--- src/hdl/backing_store_region_map_defines.svh ---
// Assertion macros used by the backing store region map top level.
`ifndef BACKING_STORE_REGION_MAP_DEFINES_SVH
`define BACKING_STORE_REGION_MAP_DEFINES_SVH
`ifndef SYNTHESIS
`define BSRM_ASSERT_IMP(label, clk, rstn, ante, cons) \
    label: assert property (@(posedge clk) disable iff (!rstn) (ante) |-> (cons)) \
        else $error("assertion failed");
`define BSRM_ASSERT_NXT(label, clk, rstn, ante, cons) \
    label: assert property (@(posedge clk) disable iff (!rstn) (ante) |=> (cons)) \
        else $error("assertion failed");
`else
`define BSRM_ASSERT_IMP(label, clk, rstn, ante, cons)
`define BSRM_ASSERT_NXT(label, clk, rstn, ante, cons)
`endif
`endif

--- src/hdl/bsrm_pkg.sv ---
// Types, opcodes and constants of the backing store region map.
package bsrm_pkg;
    localparam int DEF_STORES    = 16;
    localparam int DEF_PROCESSES = 64;
    localparam int DEF_MAX_PAGES = 256;

    localparam logic [2:0] OP_INIT    = 3'd0;
    localparam logic [2:0] OP_GETFREE = 3'd1;
    localparam logic [2:0] OP_FREE    = 3'd2;
    localparam logic [2:0] OP_LOOKUP  = 3'd3;
    localparam logic [2:0] OP_MAP     = 3'd4;
    localparam logic [2:0] OP_UNMAP   = 3'd5;

    localparam logic ST_OK  = 1'b0;
    localparam logic ST_ERR = 1'b1;

    localparam logic [19:0] BASE_NONE     = 20'hFFFFF;
    localparam logic [19:0] BASE_UNMAPPED = 20'd4096;

    typedef struct packed {
        logic [2:0]  op;
        logic [5:0]  pid;
        logic [31:0] vaddr;
        logic [19:0] vpno;
        logic [4:0]  store_id;
        logic [8:0]  npages;
    } req_t;

    typedef struct packed {
        logic       status;
        logic [3:0] store_index;
        logic [7:0] page_index;
    } rsp_t;

    typedef struct packed {
        logic        owner;
        logic [19:0] base;
        logic [8:0]  pages;
    } region_t;

    typedef struct packed {
        logic       hit;
        logic [7:0] offset;
    } match_t;

    localparam region_t REGION_CLEAR = '{owner: 1'b0, base: BASE_NONE, pages: 9'd0};
    localparam region_t REGION_UNMAP = '{owner: 1'b0, base: BASE_UNMAPPED, pages: 9'd0};
endpackage

--- src/hdl/bsrm_match.sv ---
// Shared range compare unit: tests one region entry against a page.
module bsrm_match (
    input  bsrm_pkg::region_t entry,
    input  logic [19:0]       page,
    output bsrm_pkg::match_t  result
);
    import bsrm_pkg::*;

    logic [20:0] limit;
    logic [19:0] diff;

    always_comb begin
        limit = {1'b0, entry.base} + {12'd0, entry.pages};
        diff  = page - entry.base;
        result.hit    = entry.owner && (page >= entry.base) && ({1'b0, page} < limit);
        result.offset = diff[7:0];
    end
endmodule

--- config.mk ---
export PLATFORM = sky130hd
export DESIGN_NAME = bsrm_match
export DESIGN_NICKNAME = d
export VERILOG_FILES = /design/src/hdl/backing_store_region_map_defines.svh /design/src/hdl/bsrm_pkg.sv /design/src/hdl/bsrm_match.sv
export SDC_FILE = /design/constraint.sdc
export NUM_CORES = 1
export LEC_CHECK = 0
export ABC_AREA = 0
export BUFFER_PORTS_ARGS = -buffer_cell sky130_fd_sc_hd__buf_2
export CAP_MARGIN = 15
export CORE_ASPECT_RATIO = 0.6
export CORE_MARGIN = 3
export CORE_UTILIZATION = 48
export DETAILED_ROUTE_END_ITERATION = 7
export PLACE_DENSITY = 0.8
export SLEW_MARGIN = 10
export SYNTH_ARGS = -nofsm -noshare
export SYNTH_HDL_FRONTEND = slang
export SYNTH_SLANG_ARGS = --single-unit
--- constraint.sdc ---
create_clock -name vclk -period 3.1
set_input_delay 0.155 -clock vclk [all_inputs]
set_output_delay 0.155 -clock vclk [all_outputs]
set_load 0.01 [all_outputs]
After elaboration in Yosys (flattened, before gate mapping)
Cells that the tools add are included.
{ "word_totals": {"register_bits": 0, "out_inout_bits": 9, "elab_cells": 6} }
{ "classes": {"addsub": 2, "order_cmp": 2, "reduce_logical": 2} }
{ "op_table": {"columns": ["op", "n"], "rows": [
  ["$add A20 B9 Y21", 1],
  ["$lt A20 B21 Y1", 1],
  ["$ge A20 B20 Y1", 1],
  ["$sub A8 B8 Y8", 1],
  ["$logic_and A1 B1 Y1", 2]
]} }

Logic depth before layout (Yosys ltp)
{ "depth": {"ltp_word": 3, "depth_mapped": 15, "mapped_depth_nobuf": 15} }

Worst setup path before layout
OpenSTA, ideal clock, no wires.
{ "synth_timing": {"path_type": "input-to-output", "start": "in entry[0] (netlist bit)", "end": "out result[8] (netlist bit)", "arrival_ns": 2.941, "path_slack_ns": 0.004, "cell_stages": 15, "path_cell_list": "ha_1 inv_1 fa_1 and2b_1 o211ai_1 a31o_1 a21oi_4 nand3_1 xnor2_1 ha_1 a21oi_1 o21ai_0 a221oi_1 o311ai_0 a221oi_2"} }
{ "synth_lines": {"columns": ["item", "line", "rtl"], "rows": [
  ["start, declared", "bsrm_match.sv:3", "input bsrm_pkg::region_t entry,"],
  ["end, declared", "bsrm_match.sv:5", "output bsrm_pkg::match_t result"]
]} }

==> implementation parameters <==
Parameter                              Value

Logic synthesis
  Cell count after synthesis    216
  Net Count, Synth    316
  Top post-synthesis cells by count    48 x sky130_fd_sc_hd__ha_1, 30 x sky130_fd_sc_hd__inv_1, 21 x sky130_fd_sc_hd__a21oi_1, 18 x sky130_fd_sc_hd__xnor2_1, 16 x sky130_fd_sc_hd__nand2_1
  Share of the yosys chip area belonging to registers    0%
  Number of warnings reported in the yosys synthesis log    0
  Share of the synthesized area in the top cell type    36.6%
  Area contributors post-synth    sky130_fd_sc_hd__ha_1 37%, sky130_fd_sc_hd__xnor2_1 9.6%, sky130_fd_sc_hd__inv_1 6.9%
  Distinct cells, synth    37
  Cell accounting for the most synthesized area    sky130_fd_sc_hd__ha_1
  Post-synthesis instance area    1640 um2
  Post-Synthesis Mean Instance Area    7.59 um2
  Most common cell in the synthesized netlist    sky130_fd_sc_hd__ha_1

STA
  Final Hold Violating Endpoints    0
  Final number of max-transition violations    0
  Shortest clock period the worst path allows after layout    3360 ps
  F_max    0.297 GHz
  Worst-Margin Slew    356 ps
  Accumulated negative setup slack    -263 ps
  Finish-stage setup viols    1
  Unrepaired setup endpoints after global routing    yes
  Worst rel slew slack    76.1%
  Final worst-path setup slack    -263 ps
  Tcrit/Tclk final    108%

Placement
  Placed wire-length estimate    4120 um
  RePlAce Congestion    0.958
  Instance area after placement    2090 um2
  Port Buffers    59
  Post-Place Setup Slack    -409 ps

Worst setup path
  CP peak stage delay    360 ps
  Critical Setup Path Class    input port to output pin
  Crit-path cells    buf_2 > ha_1 > inv_1 > fa_2 > and2b_1 > o211ai_1 > a31o_1 > a21oi_4 > nand3_1 > xnor2_1 > ha_1 > a21oi_2 > o21ai_1 > a221oi_1 > o311ai_1 > a221oi_2 > buf_2
  Critical path peak fanout    4
  Worst path required time    2940 ps
  Endpoint type of the worst setup path    output pin
  Critical path startpoint    entry[9]
  Slowest-stage cell, CP    sky130_fd_sc_hd__fa_2
  Critical Path Start Type    input port
  Arrival time reported for the critical path endpoint    3210 ps

Global routing
  Number of global-route vias before repair    1521
  Busiest layer in global routing    met1
  Pin count of the biggest net entering global routing    6
  All-layer global routing usage    21.6%
  Met3 track utilization from global routing    1.58%
  Met2 global-route usage    27.7%
  Sum of overflow across all layers after global routing    0
  Wire length of the first global-routing pass    7130 um
  Antenna violations before repair    0
  Met1 track demand over resource in global routing    38.3%

Floorplanning
  Starting Density    53.6%
  Full die area    4180 um2
  Die extent in y    51.3 um
  Total core area    3060 um2
  FP Rows    15
  Width of the die    81.4 um
  I/O pin cnt    59

Layout
  Synthesis-to-finish area growth    28.2%
  Number of clock-tree buffers in the layout    0
  FF+latch count    0
  Number of nets in the layout    391
  Share of layout cells above drive strength 1    29.8%
  Ant. Diodes    0
  Layout fillers    276
  Cell area after layout    2100 um2
  Register area    0 um2

Detailed routing
  Routed wire per std cell    14.0 um
  Via density    5.42
  Drc violations    0
  Iteration-0 DRC Markers    118
  Remaining antenna violation count    0
  Via count    1795
  Wirelength, routed    4620 um
  Router iterations before antenna repair    4

Min path
  Hold Path Cell Cnt    4
  Hold Crit Start    entry[29]
  Hold-critical path endpoint    result[8]
  Type of the tightest min-delay check    input port to output pin

Power and ir drop
  Worst voltage drop across the vdd grid    119 uV
  Share of power burned in registers    0%
  Pwr per Cell Area    191 nW/um2
  Combinational share of power    100.0%
  Switching power total    0.212 mW
  Switching power as a share of total power    52.6%
  Static leakage    1.16 nW
  Internal portion of total power    0.191 mW
  Clock Power Share    0%

Clock network
  Post-CTS Hold Buffers    0
  Post-CTS setup buffer count    0

Flow run
  Number of max-cap violations    0

Run status
  Violations in the final reports    setup timing
  Status    finished, violations left
==> repair_timing <==
| action | CTS | global route |
|---|---|---|
| cloned | 0 | 0 |
| pin swaps | 4 | 1 |
| gates resized for setup | 4 | 2 |
| endpoints found under the setup margin | 1 | 1 |
==> metal layers <==
| metal | share of wire, % | wire, um |
|---|---|---|
| met3 | 9.1 | 419 |
| met5 | 0 | 0 |
| met1 | 53 | 2430 |
| met4 | 0 | 0 |
| met2 | 38 | 1770 |
==> worst max-delay path by stage <==
stage / end / slack, ps
floorplan: result[8] / 4
global placement: result[8] / -330
detailed placement: result[8] / -410
CTS: result[8] / -200
global route: result[8] / -450
finish: result[8] / -260
==> final cells by class <==
cell class	instances	area [um2]	area share (%)
Multi-Input combinational cell	186	1540	73.1
Timing Repair Buffer	73	400	19.0
Inverter	30	113	5.36
Tap cell	42	52.6	2.50
==> cells by family after synthesis <==
| family | count (synthesis) | synth area share [%] |
|---|---|---|
| xor gates and xnor gates | 22 | 11.8 |
| AOI/OAI and AO/OA | 55 | 22.7 |
| buffers and inverters | 30 | 6.87 |
| adders and majority gates | 50 | 39.1 |
| and+or+nand+nor | 59 | 19.6 |
==> through the flow <==
stage / utilization (%) / hold slack [ps] / total power [mW] / std cells
floorplan: - / 396 / 0.243 / 216
global route: 68.7 / 653 / 0.450 / 331
detailed placement: 68.4 / 634 / 0.389 / 331
global placement: 68.4 / 629 / 0.380 / 331
CTS: 68.5 / 635 / 0.393 / 331
finish: 68.7 / 635 / 0.402 / 331
==> power groups by stage <==
stage | Sequential [mW] | Combinational, mW | Clock [mW]
after floorplan | 0 | 0.243 | 0
after global placement | 0 | 0.380 | 0
after detailed placement | 0 | 0.389 | 0
after CTS | 0 | 0.393 | 0
after global routing | 0 | 0.450 | 0
final | 0 | 0.402 | 0
==> critical path: cells and delay by family <==
family	cells	cell delay, ps
buf+inv	3	300
compound gates	8	1450
fa+ha+maj	3	820
xor+xnor	1	140
simple gates	2	330
==> placed cells by master, fill, tap and decap left out, types with 3 or more instances in the layout <==
cell / count
sky130_fd_sc_hd__nand2b_1: 4
sky130_fd_sc_hd__xnor2_1: 18
sky130_fd_sc_hd__nor2b_1: 5
sky130_fd_sc_hd__and3_1: 3
sky130_fd_sc_hd__xor2_1: 4
sky130_fd_sc_hd__o21ai_0: 9
sky130_fd_sc_hd__and4_1: 3
sky130_fd_sc_hd__ha_1: 48
sky130_fd_sc_hd__nand4_1: 5
sky130_fd_sc_hd__nand2_1: 16
sky130_fd_sc_hd__o21ai_1: 3
sky130_fd_sc_hd__nor2_1: 7
sky130_fd_sc_hd__a21o_1: 6
sky130_fd_sc_hd__inv_1: 30
sky130_fd_sc_hd__buf_2: 59
sky130_fd_sc_hd__nand3_1: 7
sky130_fd_sc_hd__buf_4: 14
sky130_fd_sc_hd__a21oi_1: 19
Note: power is estimated with default switching activity, not from simulation.
