<file path="src/hdl/backing_store_region_map_defines.svh">
// Assertion macros used by the backing store region map top level.
`ifndef BACKING_STORE_REGION_MAP_DEFINES_SVH
`define BACKING_STORE_REGION_MAP_DEFINES_SVH
`ifndef SYNTHESIS
`define BSRM_ASSERT_IMP(label, clk, rstn, ante, cons) \
    label: assert property (@(posedge clk) disable iff (!rstn) (ante) |-> (cons)) \
        else $error("assertion failed");
`define BSRM_ASSERT_NXT(label, clk, rstn, ante, cons) \
    label: assert property (@(posedge clk) disable iff (!rstn) (ante) |=> (cons)) \
        else $error("assertion failed");
`else
`define BSRM_ASSERT_IMP(label, clk, rstn, ante, cons)
`define BSRM_ASSERT_NXT(label, clk, rstn, ante, cons)
`endif
`endif

</file>
<file path="src/hdl/bsrm_ram.sv">
// Generic single write port RAM with a registered read port.
module bsrm_ram #(
    parameter int WIDTH = 8,
    parameter int DEPTH = 16
) (
    input  logic                     aclk,
    input  logic                     we,
    input  logic [$clog2(DEPTH)-1:0] waddr,
    input  logic [WIDTH-1:0]         wdata,
    input  logic [$clog2(DEPTH)-1:0] raddr,
    output logic [WIDTH-1:0]         rdata
);
    logic [WIDTH-1:0] mem [DEPTH];

    always_ff @(posedge aclk) begin
        if (we) begin
            mem[waddr] <= wdata;
        end
        rdata <= mem[raddr];
    end
endmodule

</file>
<file path="config.mk">
export PLATFORM = sky130hd
export DESIGN_NAME = bsrm_ram
export DESIGN_NICKNAME = d
export VERILOG_FILES = /design/src/hdl/backing_store_region_map_defines.svh /design/src/hdl/bsrm_ram.sv
export SDC_FILE = /design/constraint.sdc
export NUM_CORES = 1
export LEC_CHECK = 0
export BUFFER_PORTS_ARGS = -buffer_cell sky130_fd_sc_hd__clkbuf_2
export CAP_MARGIN = 20
export CORE_MARGIN = 1.5
export CORE_UTILIZATION = 54
export CTS_BUF_LIST = sky130_fd_sc_hd__clkbuf_16
export CTS_CLUSTER_SIZE = 8
export DETAILED_ROUTE_END_ITERATION = 8
export PLACE_DENSITY = 0.74
export SLEW_MARGIN = 20
export SYNTH_ARGS = -nofsm -noshare
export SYNTH_HDL_FRONTEND = slang
export SYNTH_SLANG_ARGS = --single-unit
</file>
<file path="constraint.sdc">
create_clock -name aclk -period 1.71 [get_ports aclk]
set_input_delay 0.171 -clock aclk [delete_from_list [all_inputs] [get_ports aclk]]
set_output_delay 0.171 -clock aclk [all_outputs]
set_load 0.02 [all_outputs]
</file>
# Yosys cells after proc, flatten, opt, wreduce, memory -nomap -nowiden
# Memory sizes are Yosys's and may differ from the RTL's. A register that Yosys moved wholly into a read port is not among the register bits.
# Index checks and enable logic that the tools add are counted.
# word_totals
reg_bits,0
ram_bits,128
input_bits,18
elab_cells,3
n_memories,1
# classes
muxes,2
# mem_list
name,words,width,read_ports,rd_ports_with_merged_regs,write_ports,line_no,source
mem,16,8,1,1,1,bsrm_ram.sv:13,logic [WIDTH-1:0] mem [DEPTH];
# ops
cell,n
two-way mux 1 bit,2

# Depth between registers and ports, before layout
# depth
depth_word,2
mapped_depth,5
depth_no_buf,3

# Worst setup path after synthesis
# Ideal clock, no wire load.
# synth_timing
kind,input -> register
from,in waddr[2]
to,"mem mem[0][0], enable pin"
setup_ns,0.383
arrival_time_ns,1.281
required_time_ns,1.327
slack_ns,0.046
stages,2
cell_sequence,or3b_2 > nor3_1
# synth_rtl
element,line_no,source
"start, declared",bsrm_ram.sv:8,"input logic [$clog2(DEPTH)-1:0] waddr,"
"end, declared",bsrm_ram.sv:13,
# No word-level cell before the write port.

==> run_summary.xml <==
<?xml version="1.0" encoding="UTF-8"?>
<metrics>
  <group name="route">
    <metric name="post_drt_wl_per_cell" unit="um">21.33</metric>
    <metric name="drt_pass1_iterations" unit="">4</metric>
    <metric name="total_number_of_vias" unit="">2430</metric>
    <metric name="drt_iter0_drc" unit="">165</metric>
    <metric name="drcViolationCount" unit="">0</metric>
    <metric name="drt_via_density" unit="">5.704</metric>
    <metric name="number_of_antenna_violating_nets_in_the_routed_design" unit="">0</metric>
    <metric name="totalWireLength" unit="um">9085</metric>
  </group>
  <group name="sta">
    <metric name="setup-violations-final" unit="">0</metric>
    <metric name="slew_violations" unit="">0</metric>
    <metric name="maxClockFrequency" unit="MHz">749.6</metric>
    <metric name="hold_viol" unit="">0</metric>
    <metric name="setup_repair_after_global_routing_missed_its_margin" unit="">false</metric>
    <metric name="finClkSkew" unit="ns">0.006869</metric>
    <metric name="hold-worst-slack" unit="ns">0.1804</metric>
    <metric name="period_needed" unit="ns">1.334</metric>
    <metric name="max-slew-margin-rel" unit="%">71.20</metric>
    <metric name="worst_slew_pin_slew" unit="ns">0.4320</metric>
    <metric name="min_period_over_period" unit="%">78.01</metric>
    <metric name="total_negative_slack_for_setup_checks" unit="ns">0</metric>
  </group>
  <group name="synth">
    <metric name="synth_xor_xnor_area_share" unit="%">0</metric>
    <metric name="synth-compound-area-share" unit="%">2.333</metric>
    <metric name="flip_flop_and_latch_count_after_synthesis" unit="">136</metric>
    <metric name="synthesis.yosys.warnings" unit="">0</metric>
    <metric name="yosys.area_share.adder" unit="%">0</metric>
    <metric name="muxShareOfSynthArea" unit="%">15.02</metric>
    <metric name="combinational_family_with_the_most_area_after_synthesis" unit="">multiplexers</metric>
    <metric name="synthesis.area_per_instance" unit="sq um">22.48</metric>
    <metric name="postSynthNetCount" unit="">247</metric>
    <metric name="postSynthCellCount" unit="">229</metric>
    <metric name="synth_area" unit="sq um">5147</metric>
    <metric name="post_synth_num_cell_types" unit="">19</metric>
    <metric name="synth-simple-area-share" unit="%">3.184</metric>
    <metric name="seq_area_frac_synth" unit="%">77.78</metric>
  </group>
  <group name="setup_path">
    <metric name="r2r-end" unit="">rdata[7]</metric>
    <metric name="setup.worst_path.class" unit="">reg2reg</metric>
    <metric name="critPathCaptureType" unit="">flip-flop</metric>
    <metric name="path_max_fanout" unit="">1</metric>
    <metric name="cp_data_required_time" unit="ns">1.98</metric>
    <metric name="critPathArrivalTime" unit="ns">1.61</metric>
    <metric name="worst_setup_path_start_kind" unit="">flip-flop</metric>
    <metric name="r2r_slack" unit="ns">0.38</metric>
    <metric name="reg2regPathDepth" unit="">3</metric>
    <metric name="critical_path.reg2reg.startpoint" unit="">mem[10][7]</metric>
  </group>
  <group name="floorplan">
    <metric name="design.portCount" unit="">26</metric>
    <metric name="placeableCoreArea" unit="sq um">9240</metric>
    <metric name="fp.dieH" unit="um">100.6</metric>
    <metric name="die_area" unit="sq um">10130</metric>
    <metric name="die-width" unit="um">100.6</metric>
    <metric name="core.rowCount" unit="">35</metric>
    <metric name="initial_core_util" unit="%">55.71</metric>
  </group>
  <group name="min_path">
    <metric name="holdCritPathClass" unit="">in2reg</metric>
    <metric name="min-delay-start" unit="">wdata[3]</metric>
    <metric name="hold_path_depth" unit="">1</metric>
    <metric name="min_delay_worst_endpoint" unit="">mem[7][3]</metric>
  </group>
  <group name="global_routing">
    <metric name="grt_pass1_vias" unit="">2498</metric>
    <metric name="gr-total-overflow" unit="">0</metric>
    <metric name="wire_length_of_the_first_global_routing_pass" unit="um">14260</metric>
    <metric name="antenna_found_initial" unit="">0</metric>
    <metric name="grtUsageTotal" unit="%">20.54</metric>
    <metric name="largest_net_degree_at_the_start_of_global_routing" unit="">33</metric>
  </group>
  <group name="clock_network">
    <metric name="maximum_clock_path_buffer_count" unit="">2</metric>
    <metric name="worst_skew_pair.late_latency" unit="ns">0.40</metric>
    <metric name="cts_htree_levels" unit="">4</metric>
    <metric name="number_of_clock_buffers_inserted_by_tritoncts" unit="">17</metric>
    <metric name="count_of_hold_buffers_inserted_by_post_cts_repair" unit="">0</metric>
    <metric name="postCtsResizedCells" unit="">0</metric>
    <metric name="clk_pin_slew" unit="ns">0.06</metric>
    <metric name="clock_tree_root_buffer_cell" unit="">sky130_fd_sc_hd__clkbuf_16</metric>
    <metric name="post_cts_buffers" unit="">0</metric>
    <metric name="clock_sink_count" unit="">136</metric>
    <metric name="tritoncts" unit="">built</metric>
  </group>
  <group name="finish">
    <metric name="layout-drive-gt1-share" unit="%">31.99</metric>
    <metric name="layout-area-overhead-vs-synth" unit="%">19.86</metric>
    <metric name="fin_util" unit="%">66.77</metric>
    <metric name="num-nets-final" unit="">302</metric>
    <metric name="number_of_antenna_repair_diodes" unit="">0</metric>
    <metric name="mostFrequentLayoutCell" unit="">sky130_fd_sc_hd__edfxtp_1</metric>
    <metric name="layout.cells.most_common_list" unit="">128 x sky130_fd_sc_hd__edfxtp_1, 25 x sky130_fd_sc_hd__clkbuf_2, 18 x sky130_fd_sc_hd__mux4_2, 18 x sky130_fd_sc_hd__buf_4, 17 x sky130_fd_sc_hd__clkbuf_16</metric>
  </group>
  <group name="placement">
    <metric name="place.gp.congestion" unit="">0.7339</metric>
    <metric name="port_buffers" unit="">25</metric>
  </group>
  <group name="pwr">
    <metric name="ir_drop" unit="mV">0.7592</metric>
    <metric name="power_per_cell_area" unit="nW/um^2">1280</metric>
    <metric name="lkg_pwr" unit="uW">0.002118</metric>
  </group>
  <group name="run_status">
    <metric name="result_of_the_run" unit="">complete, no violations</metric>
  </group>
  <group name="run">
    <metric name="cap_violations" unit="">0</metric>
  </group>
</metrics>
## critical path, stage by stage, from the launching register on
cell	delay [ns]
sky130_fd_sc_hd__edfxtp_1	0.38
sky130_fd_sc_hd__mux4_2	0.47
sky130_fd_sc_hd__a22oi_1	0.26
sky130_fd_sc_hd__nand2_1	0.10
## state kept, by name, indices dropped and copies added, names as in the netlist
register  cells
mem         128
rdata         8
## per-stage QoR
stage,std cells,worst slack [ns],cell area [sq um],power [uW]
after floorplan,229,0.04613,5147,4029
after global placement,394,0.1428,5543,4178
after detailed placement,394,0.1343,5543,4194
after CTS,426,0.3588,6170,7959
after global routing,426,0.3202,6170,8145
final,426,0.3760,6170,7900
## final cells by class
class                           instances  area, sq um
Clock buffer                           17        425.4
Timing Repair Buffer                   46        320.3
Sequential cell                       136         4004
Tap cell                              129        161.4
Fill cell                             581         3070
Multi-Input combinational cell         83         1057
Clock inverter                         15        201.4
## synth_stat cells
master / instances / area share, %
sky130_fd_sc_hd__a22oi_1: 16 / 2.3
sky130_fd_sc_hd__nand3b_1: 2 / 0.29
sky130_fd_sc_hd__clkdlybuf4s25_2: 3 / 0.58
sky130_fd_sc_hd__edfxtp_1: 128 / 75
sky130_fd_sc_hd__nand2b_1: 2 / 0.24
sky130_fd_sc_hd__nor3_1: 4 / 0.39
sky130_fd_sc_hd__or3b_2: 1 / 0.17
sky130_fd_sc_hd__mux4_1: 14 / 7.1
sky130_fd_sc_hd__buf_2: 3 / 0.29
sky130_fd_sc_hd__and2b_1: 1 / 0.15
sky130_fd_sc_hd__buf_6: 3 / 0.66
sky130_fd_sc_hd__and2_1: 1 / 0.12
sky130_fd_sc_hd__nor2_1: 13 / 0.95
sky130_fd_sc_hd__dfxtp_1: 8 / 3.1
sky130_fd_sc_hd__nand2_1: 9 / 0.66
sky130_fd_sc_hd__nand3_1: 1 / 0.097
sky130_fd_sc_hd__buf_4: 1 / 0.15
sky130_fd_sc_hd__nor2b_1: 1 / 0.12
sky130_fd_sc_hd__mux4_2: 18 / 7.9
## metal layers
metal	up-vias	routed length [um]	GRT usage, %	part of all wire (%)
met3	9	399	6.241	4.4
met5	-	0	0	0
li1	1085	-	-	-
met4	0	96	7.692	1.1
met1	1254	3809	27.50	42
met2	82	4779	32.22	53
## cell families after synthesis
family | after synthesis
flip-flops | 136
AND/OR/NAND/NOR | 35
multiplexers | 32
AO/OA/AOI/OAI | 16
buffers and inverters | 10
## worst max path at each step
stage	depth (start not counted)	slack, ns	from	to
after floorplan	2	0.05	waddr[2]	mem[0][0]
after global routing	3	0.32	mem[10][7]	rdata[7]
after detailed placement	5	0.13	raddr[0]	rdata[3]
final	3	0.38	mem[10][7]	rdata[7]
after global placement	5	0.14	raddr[0]	rdata[3]
after CTS	3	0.36	mem[10][7]	rdata[7]
## power by group
part           internal [uW]  leakage, uW  total [uW]  switching [uW]
clock network           2450     0.000295        3780            1340
logic                    155     0.000599         364             209
registers               3730      0.00122        3760            27.4
total                   6330      0.00212        7900            1570
No activity file was read; power rests on OpenSTA's default activity.
